<file path="src/hw/rtl/vld_pkg.sv">
// Shared types and constants for the varint length-prefix deframer.
// No dependencies; imported by every module of the block.
`default_nettype none

package vld_pkg;

  // Length prefix layout
  localparam int unsigned LEN_W          = 29;
  localparam logic [2:0]  PREFIX_BYTES   = 3'd4;
  localparam logic [LEN_W-1:0] MAX_SIZE_RESET = 29'd8388608;

  // Error codes carried in a result word
  typedef enum logic [1:0] {
    ERR_NONE     = 2'd0,
    ERR_LEN_ZERO = 2'd1,
    ERR_LEN_MAX  = 2'd2,
    ERR_LINK     = 2'd3
  } vld_err_t;

  // Input word
  typedef struct packed {
    logic [7:0] data_byte;
    logic       link_error;
  } vld_in_t;

  // Result word
  typedef struct packed {
    logic [7:0] payload_byte;
    logic       first_of_message;
    logic       last_of_message;
    logic [1:0] error_kind;
  } vld_out_t;

  // Status from the deframer core
  typedef struct packed {
    logic halted;
    logic in_content;
  } vld_status_t;

endpackage

`default_nettype wire

</file>
<file path="src/hw/rtl/varint_length_prefix_deframer.sv">
// Varint length-prefix deframer, top level. Uses vld_pkg, vld_core, vld_out_buf.
// Each content or error word is registered in the result buffer (main or skid entry) before out_.
// Throughput: one input word per cycle; the core decides each word combinationally
// and the two-entry result buffer holds input off only once both entries fill.
// Reset (rst_n low, synchronous): prefix phase, counters cleared, limit 8388608.
`default_nettype none

module varint_length_prefix_deframer (
  input  wire logic                      clk,
  input  wire logic                      rst_n,
  input  wire logic                      cfg_wr_en,
  input  wire logic [vld_pkg::LEN_W-1:0] cfg_wr_data,
  input  wire logic                      in_valid,
  output logic                           in_stall,
  input  wire vld_pkg::vld_in_t          in_data,
  output logic                           out_valid,
  input  wire logic                      out_stall,
  output vld_pkg::vld_out_t              out_data
);
  import vld_pkg::*;

  logic        acc;
  logic        push;
  vld_out_t    push_data;
  vld_status_t status;
  logic        buf_full;

  assign acc      = in_valid && !buf_full;
  assign in_stall = buf_full;

  // Decode
  vld_core u_core (
    .clk         (clk),
    .rst_n       (rst_n),
    .cfg_wr_en   (cfg_wr_en),
    .cfg_wr_data (cfg_wr_data),
    .acc         (acc),
    .word        (in_data),
    .res_valid   (push),
    .res         (push_data),
    .status      (status)
  );

  // Result buffering
  vld_out_buf u_out (
    .clk       (clk),
    .rst_n     (rst_n),
    .push      (push),
    .push_data (push_data),
    .full      (buf_full),
    .out_valid (out_valid),
    .out_stall (out_stall),
    .out_data  (out_data)
  );

  // Halt is final until reset
  a_halt_sticky: assert property (@(posedge clk) disable iff (!rst_n)
    status.halted |=> status.halted)
    else $error("halt state left without reset");

  // Nothing is produced once halted
  a_no_result_halted: assert property (@(posedge clk) disable iff (!rst_n)
    status.halted |-> !push)
    else $error("result produced while halted");

  // Any error result halts the block
  a_error_halts: assert property (@(posedge clk) disable iff (!rst_n)
    (push && (push_data.error_kind != ERR_NONE)) |=> status.halted)
    else $error("error result without halt");

  // Content words only come out of the content phase
  a_data_in_content: assert property (@(posedge clk) disable iff (!rst_n)
    (push && (push_data.error_kind == ERR_NONE)) |-> status.in_content)
    else $error("content word outside content phase");

  // Skid entry only fills behind a held main entry
  a_skid_order: assert property (@(posedge clk) disable iff (!rst_n)
    buf_full |-> out_valid)
    else $error("skid entry full with empty output");

endmodule

`default_nettype wire

</file>
<file path="src/hw/rtl/vld_core.sv">
// Deframer core: prefix decode, length check and content byte marking.
// Depends on vld_pkg. One word is processed per accepted cycle.
`default_nettype none

module vld_core (
  input  wire logic                      clk,
  input  wire logic                      rst_n,
  input  wire logic                      cfg_wr_en,
  input  wire logic [vld_pkg::LEN_W-1:0] cfg_wr_data,
  input  wire logic                      acc,
  input  wire vld_pkg::vld_in_t          word,
  output logic                           res_valid,
  output vld_pkg::vld_out_t              res,
  output vld_pkg::vld_status_t           status
);
  import vld_pkg::*;

  typedef enum logic [1:0] {
    PH_PREFIX  = 2'd0,
    PH_CONTENT = 2'd1,
    PH_HALT    = 2'd2
  } phase_t;

  phase_t           phase_r, phase_nxt;
  logic [2:0]       prefix_count_r, prefix_count_nxt;
  logic [LEN_W-1:0] length_accum_r, length_accum_nxt;
  logic [LEN_W-1:0] bytes_remaining_r, bytes_remaining_nxt;
  logic [LEN_W-1:0] max_size_r;

  logic [2:0]       cnt_inc;
  logic [LEN_W-1:0] len_field;
  logic [LEN_W-1:0] accum_new;
  logic             prefix_done;
  logic             last_byte;

  // Place the prefix byte's bits by its position
  always_comb begin
    cnt_inc = prefix_count_r + 3'd1;
    case (cnt_inc)
      3'd1:    len_field = {22'd0, word.data_byte[6:0]};
      3'd2:    len_field = {15'd0, word.data_byte[6:0], 7'd0};
      3'd3:    len_field = {8'd0, word.data_byte[6:0], 14'd0};
      3'd4:    len_field = {word.data_byte, 21'd0};
      default: len_field = '0;
    endcase
    accum_new   = length_accum_r | len_field;
    prefix_done = !(word.data_byte[7] && (cnt_inc < PREFIX_BYTES));
    last_byte   = (bytes_remaining_r <= LEN_W'(1));
  end

  // Next state and result
  always_comb begin
    phase_nxt           = phase_r;
    prefix_count_nxt    = prefix_count_r;
    length_accum_nxt    = length_accum_r;
    bytes_remaining_nxt = bytes_remaining_r;
    res_valid           = 1'b0;
    res                 = '0;
    if (acc) begin
      unique case (phase_r)
        PH_PREFIX: begin
          if (word.link_error) begin
            res_valid      = 1'b1;
            res.error_kind = ERR_LINK;
            phase_nxt      = PH_HALT;
          end else begin
            prefix_count_nxt = cnt_inc;
            length_accum_nxt = accum_new;
            if (prefix_done) begin
              if (accum_new == '0) begin
                res_valid      = 1'b1;
                res.error_kind = ERR_LEN_ZERO;
                phase_nxt      = PH_HALT;
              end else if (accum_new > max_size_r) begin
                res_valid      = 1'b1;
                res.error_kind = ERR_LEN_MAX;
                phase_nxt      = PH_HALT;
              end else begin
                bytes_remaining_nxt = accum_new;
                phase_nxt           = PH_CONTENT;
              end
            end
          end
        end
        PH_CONTENT: begin
          res_valid = 1'b1;
          if (word.link_error) begin
            res.error_kind = ERR_LINK;
            phase_nxt      = PH_HALT;
          end else begin
            res.payload_byte     = word.data_byte;
            res.first_of_message = (bytes_remaining_r == length_accum_r);
            res.last_of_message  = last_byte;
            res.error_kind       = ERR_NONE;
            if (last_byte) begin
              bytes_remaining_nxt = '0;
              length_accum_nxt    = '0;
              prefix_count_nxt    = '0;
              phase_nxt           = PH_PREFIX;
            end else begin
              bytes_remaining_nxt = bytes_remaining_r - LEN_W'(1);
            end
          end
        end
        // halted, and the unused code: ignore everything
        default: begin
          phase_nxt = phase_r;
        end
      endcase
    end
  end

  // State and configuration register
  always_ff @(posedge clk) begin
    if (!rst_n) begin
      phase_r           <= PH_PREFIX;
      prefix_count_r    <= '0;
      length_accum_r    <= '0;
      bytes_remaining_r <= '0;
      max_size_r        <= MAX_SIZE_RESET;
    end else begin
      phase_r           <= phase_nxt;
      prefix_count_r    <= prefix_count_nxt;
      length_accum_r    <= length_accum_nxt;
      bytes_remaining_r <= bytes_remaining_nxt;
      if (cfg_wr_en) begin
        max_size_r <= cfg_wr_data;
      end
    end
  end

  assign status.halted     = (phase_r != PH_PREFIX) && (phase_r != PH_CONTENT);
  assign status.in_content = (phase_r == PH_CONTENT);

endmodule

`default_nettype wire

</file>
<file path="src/hw/rtl/vld_out_buf.sv">
// Result register with one skid entry so one more result is taken under stall.
// Depends on vld_pkg for the result word type.
`default_nettype none

module vld_out_buf (
  input  wire logic              clk,
  input  wire logic              rst_n,
  input  wire logic              push,
  input  wire vld_pkg::vld_out_t push_data,
  output logic                   full,
  output logic                   out_valid,
  input  wire logic              out_stall,
  output vld_pkg::vld_out_t      out_data
);
  import vld_pkg::*;

  logic     main_v_r;
  vld_out_t main_d_r;
  logic     skid_v_r;
  vld_out_t skid_d_r;

  // Main register drains first; skid catches a push while main is stalled
  always_ff @(posedge clk) begin
    if (!rst_n) begin
      main_v_r <= 1'b0;
      skid_v_r <= 1'b0;
    end else if (!main_v_r || !out_stall) begin
      if (skid_v_r) begin
        main_d_r <= skid_d_r;
        main_v_r <= 1'b1;
        skid_v_r <= 1'b0;
      end else begin
        main_v_r <= push;
        if (push) begin
          main_d_r <= push_data;
        end
      end
    end else if (push) begin
      skid_d_r <= push_data;
      skid_v_r <= 1'b1;
    end
  end

  assign full      = skid_v_r;
  assign out_valid = main_v_r;
  assign out_data  = main_d_r;

endmodule

`default_nettype wire

</file>
<file path="config.mk">
export PLATFORM = sky130hd
export DESIGN_NAME = varint_length_prefix_deframer
export DESIGN_NICKNAME = d
export VERILOG_FILES = /design/src/hw/rtl/vld_pkg.sv /design/src/hw/rtl/varint_length_prefix_deframer.sv /design/src/hw/rtl/vld_core.sv /design/src/hw/rtl/vld_out_buf.sv
export SDC_FILE = /design/constraint.sdc
export NUM_CORES = 1
export LEC_CHECK = 0
export ABC_AREA = 1
export BUFFER_PORTS_ARGS = -buffer_cell sky130_fd_sc_hd__buf_2
export CAP_MARGIN = 0
export CORE_MARGIN = 2
export CORE_UTILIZATION = 45
export CTS_BUF_LIST = sky130_fd_sc_hd__clkbuf_4
export CTS_CLUSTER_SIZE = 16
export DETAILED_ROUTE_END_ITERATION = 8
export REMOVE_ABC_BUFFERS = 1
export SETUP_SLACK_MARGIN = 0.5
export SKIP_CTS_REPAIR_TIMING = 1
export SLEW_MARGIN = 30
export SYNTH_ARGS = -nofsm -noshare
export SYNTH_HDL_FRONTEND = slang
export SYNTH_SLANG_ARGS = --single-unit
</file>
<file path="constraint.sdc">
create_clock -name clk -period 6 [get_ports clk]
set_input_delay 0.9 -clock clk [delete_from_list [all_inputs] [get_ports clk]]
set_output_delay 0.9 -clock clk [all_outputs]
set_load 0.05 [all_outputs]
</file>
==> flow_summary_export.csv <==
group,metric,value,unit
global_route,grtUsageTotal,25.4,%
timing,tightest_slew,0.723,ns
die,num_io_pins,57,
layout,layout_common_cells,"nand2_1, nor2_1, inv_1, a21oi_1, dfxtp_1",
power,ir_drop,0.120,mV
global_route,grt_pass1_wl,32400,µm
clock_network,cts.sinks,118,
yosys,ys_ff_latch,118,
global_route,antenna_found_initial,1,
timing,slew_headroom,51.7,%
timing,tns,0,ns
worst_hold_path,min_path_type,"flop to flop",
critical_path,worstPathCellList,"ha_1 > inv_2 > nand2_4 > nand2_2 > nand3_1 > nand2_1 > ha_1 > nand2_1 > inv_1 > nand3_1 > nor3_1 > nand2_1 > nand2_1 > nand2_1 > nand2_1 > nand3_1 > nand2_1 > clkinv_1 > nand2_1 > buf_4 > nand2_1 > nand2_1 > nor2_1",
layout,nets,1156,
global_route,grt_start_max_net_pins,41,
routing,ant_nets,0,
critical_path,crit_path_frequent_cell,"nand2_1",
clock_network,cts_root_buf,"clkbuf_4",
die,initial_utilization,46.2,%
yosys,ys_warn_count,0,
critical_path,rr_startpoint,"u_core.prefix_count_r[1]$_SDFFE_PN0P_",
layout,mostFrequentLayoutCell,"nand2_1",
yosys,synth.distinct_cells,35,
timing,clock.fmax,0.259,GHz
power,fin_total_pwr,1.96,mW
critical_path,cp_max_fo,40,
clock_network,htreeDepth,4,
critical_path,path_class,"flop to flop",
status,status,"finished clean",
worst_hold_path,min-delay-start,"u_core.max_size_r[4]$_SDFFE_PN0P_",
yosys,syn_area,7050,µm²
critical_path,crit_start,"u_core.prefix_count_r[1]$_SDFFE_PN0P_",
power,p_per_area,253,nW/µm²
routing,postRouteWirelength,20300,µm
placed_design,dpl.cell_count,1269,
clock_network,cts_max_path_buffers,2,
die,dieHeight,129,µm
critical_path,cp_slowest_cell,"clkinv_1",
power,p_leak,3.69,nW
routing,routedWlPerCell,15.6,µm
placed_design,numPortBuffers,56,
yosys,avgSynthCellArea,6.83,µm²
die,die_x,129,µm
clock_network,clk_latency,0.58,ns
layout,postLayoutCoreUtil,50.7,%
critical_path,critical_path.max_stage_delay,0.44,ns
job,drv_cap,0,
timing,maxSlewViolCount,0,
layout,drive_above_1_share,9.82,%
global_route,gr-total-overflow,0,
placed_design,hpwl,15300,µm
timing,fin_skew,0.0220,ns
timing,finalCritPeriodShare,64.4,%
routing,drcViolationCount,0,
critical_path,crit_arrival,4.32,ns
routing,vias_per_cell,5.15,
placed_design,gp_congestion,0.907,
timing,hold_violations,0,
critical_path,path_buf_inv,4,
critical_path,path_delay_family,"simple AND/OR/NAND/NOR gates",
routing,detail_route.iter0.violations,509,
timing,rsz0062_at_grt,"false",
clock_network,cts_tree,"yes",
critical_path,worstSetupStartpointType,"flop",
routing,num_vias,6706,
layout,finalNonFillerCells,1302,
global_route,grt_pass1_vias,6023,
critical_path,crit_required,6.46,ns
timing,fin_crit,3.87,ns
layout,syn2layout_area_growth,9.84,%
timing,timing.hold.ws,0.470,ns
timing,finalSetupViolCount,0,
die,fp-row-count,45,
yosys,syn_inst,1032,
die,dieArea,16700,µm²
yosys,ys_seq_area_share,36.9,%
critical_path,cp-end-kind,"flop",
routing,drtPass1Iterations,8,
clock_network,clkTransAtPathRegs,0.11,ns
clock_network,cts_buffers,17,
die,fp.coreArea,15300,µm²
-- tightest hold or removal path, cell delays in order (launching register included) --
cell	delay [ns]
dfxtp_1	0.31
inv_1	0.06
a21oi_1	0.06
-- flip-flops by register name, indices dropped and copies added, names as in the netlist --
| name | flops |
|---|---|
| u_core.bytes_remaining_r | 29 |
| u_core.length_accum_r | 29 |
| u_core.max_size_r | 29 |
| u_core.phase_r | 2 |
| u_core.prefix_count_r | 3 |
| u_out.full | 1 |
| u_out.out_data | 12 |
| u_out.out_valid | 1 |
| u_out.skid_d_r | 12 |
-- path summary, 6_finish.rpt --
| path | endpoint | slack [ns] | cells past startpoint |
|---|---|---|---|
| setup / recovery | u_core.bytes_remaining_r[28]$_SDFFE_PN0P_ | 2.13 | 23 |
| hold / removal | u_core.max_size_r[4]$_SDFFE_PN0P_ | 0.47 | 2 |
| setup reg to reg | u_core.bytes_remaining_r[28]$_SDFFE_PN0P_ | 2.13 | 23 |
| hold reg to reg | u_core.max_size_r[4]$_SDFFE_PN0P_ | 0.47 | 2 |
-- metrics by stage --
stage	instance area, µm²	worst slack, ns
finish	7740	2.13
global route	7740	1.64
CTS	7730	2.12
detailed placement	7480	2.04
global placement	7470	2.04
floorplan	6860	1.88
-- layout make-up --
| type | count | area [µm²] |
|---|---|---|
| fillers | 1600 | 7520 |
| multi-input cells | 740 | 3760 |
| flip-flops and latches | 118 | 2600 |
| inverters | 135 | 507 |
| repair buffers | 65 | 348 |
| well taps | 211 | 264 |
| clock buffers | 19 | 143 |
| clock inverters | 13 | 115 |
| diodes | 1 | 2.50 |
-- synth_stat cells --
master	number	area share, %
a21o_1	1	0.11
a21oi_1	100	7.1
a221oi_1	4	0.50
and2_1	1	0.089
and3_1	1	0.089
buf_2	7	0.50
buf_4	1	0.11
buf_6	4	0.64
clkbuf_1	26	1.4
clkbuf_2	1	0.071
clkinv_1	3	0.16
dfxtp_1	94	27
edfxtp_1	24	10
ha_1	36	6.4
inv_1	128	6.8
inv_2	4	0.21
nand2_1	240	13
nand2_2	3	0.27
nand2_4	1	0.16
nand3_1	69	4.9
nand3b_1	1	0.11
nand4_1	16	1.4
nor2_1	132	7.0
nor2_2	3	0.27
nor3_1	5	0.36
nor3b_1	1	0.11
nor4_1	3	0.27
o2111ai_1	2	0.25
o21a_1	2	0.21
o21ai_0	66	4.7
o21ai_1	2	0.14
o21bai_1	1	0.11
o22ai_1	11	0.98
xnor2_1	3	0.37
xor2_1	36	4.5
-- metal layers --
metal / track usage, % / vias up / wire [µm]
li1: - / 3435 / -
met1: 33.9 / 3013 / 9270
met2: 40.4 / 210 / 9140
met3: 4.54 / 48 / 1150
met4: 11.3 / 0 / 743
met5: 0 / - / 0
-- where the power goes --
| group | switching, mW | internal [mW] |
|---|---|---|
| sequential | 0.0379 | 0.851 |
| combinational | 0.339 | 0.166 |
| clock | 0.315 | 0.247 |
-- cell families after synthesis --
group | synth area share, %
AND/OR/NAND/NOR | 27.8
AO/OA/AOI/OAI | 14.1
adder cells (fa/ha/maj) | 6.39
XOR/XNOR | 4.85
flip-flops | 36.9
buffers and inverters | 9.89
No activity file was read; power rests on OpenSTA's default activity.
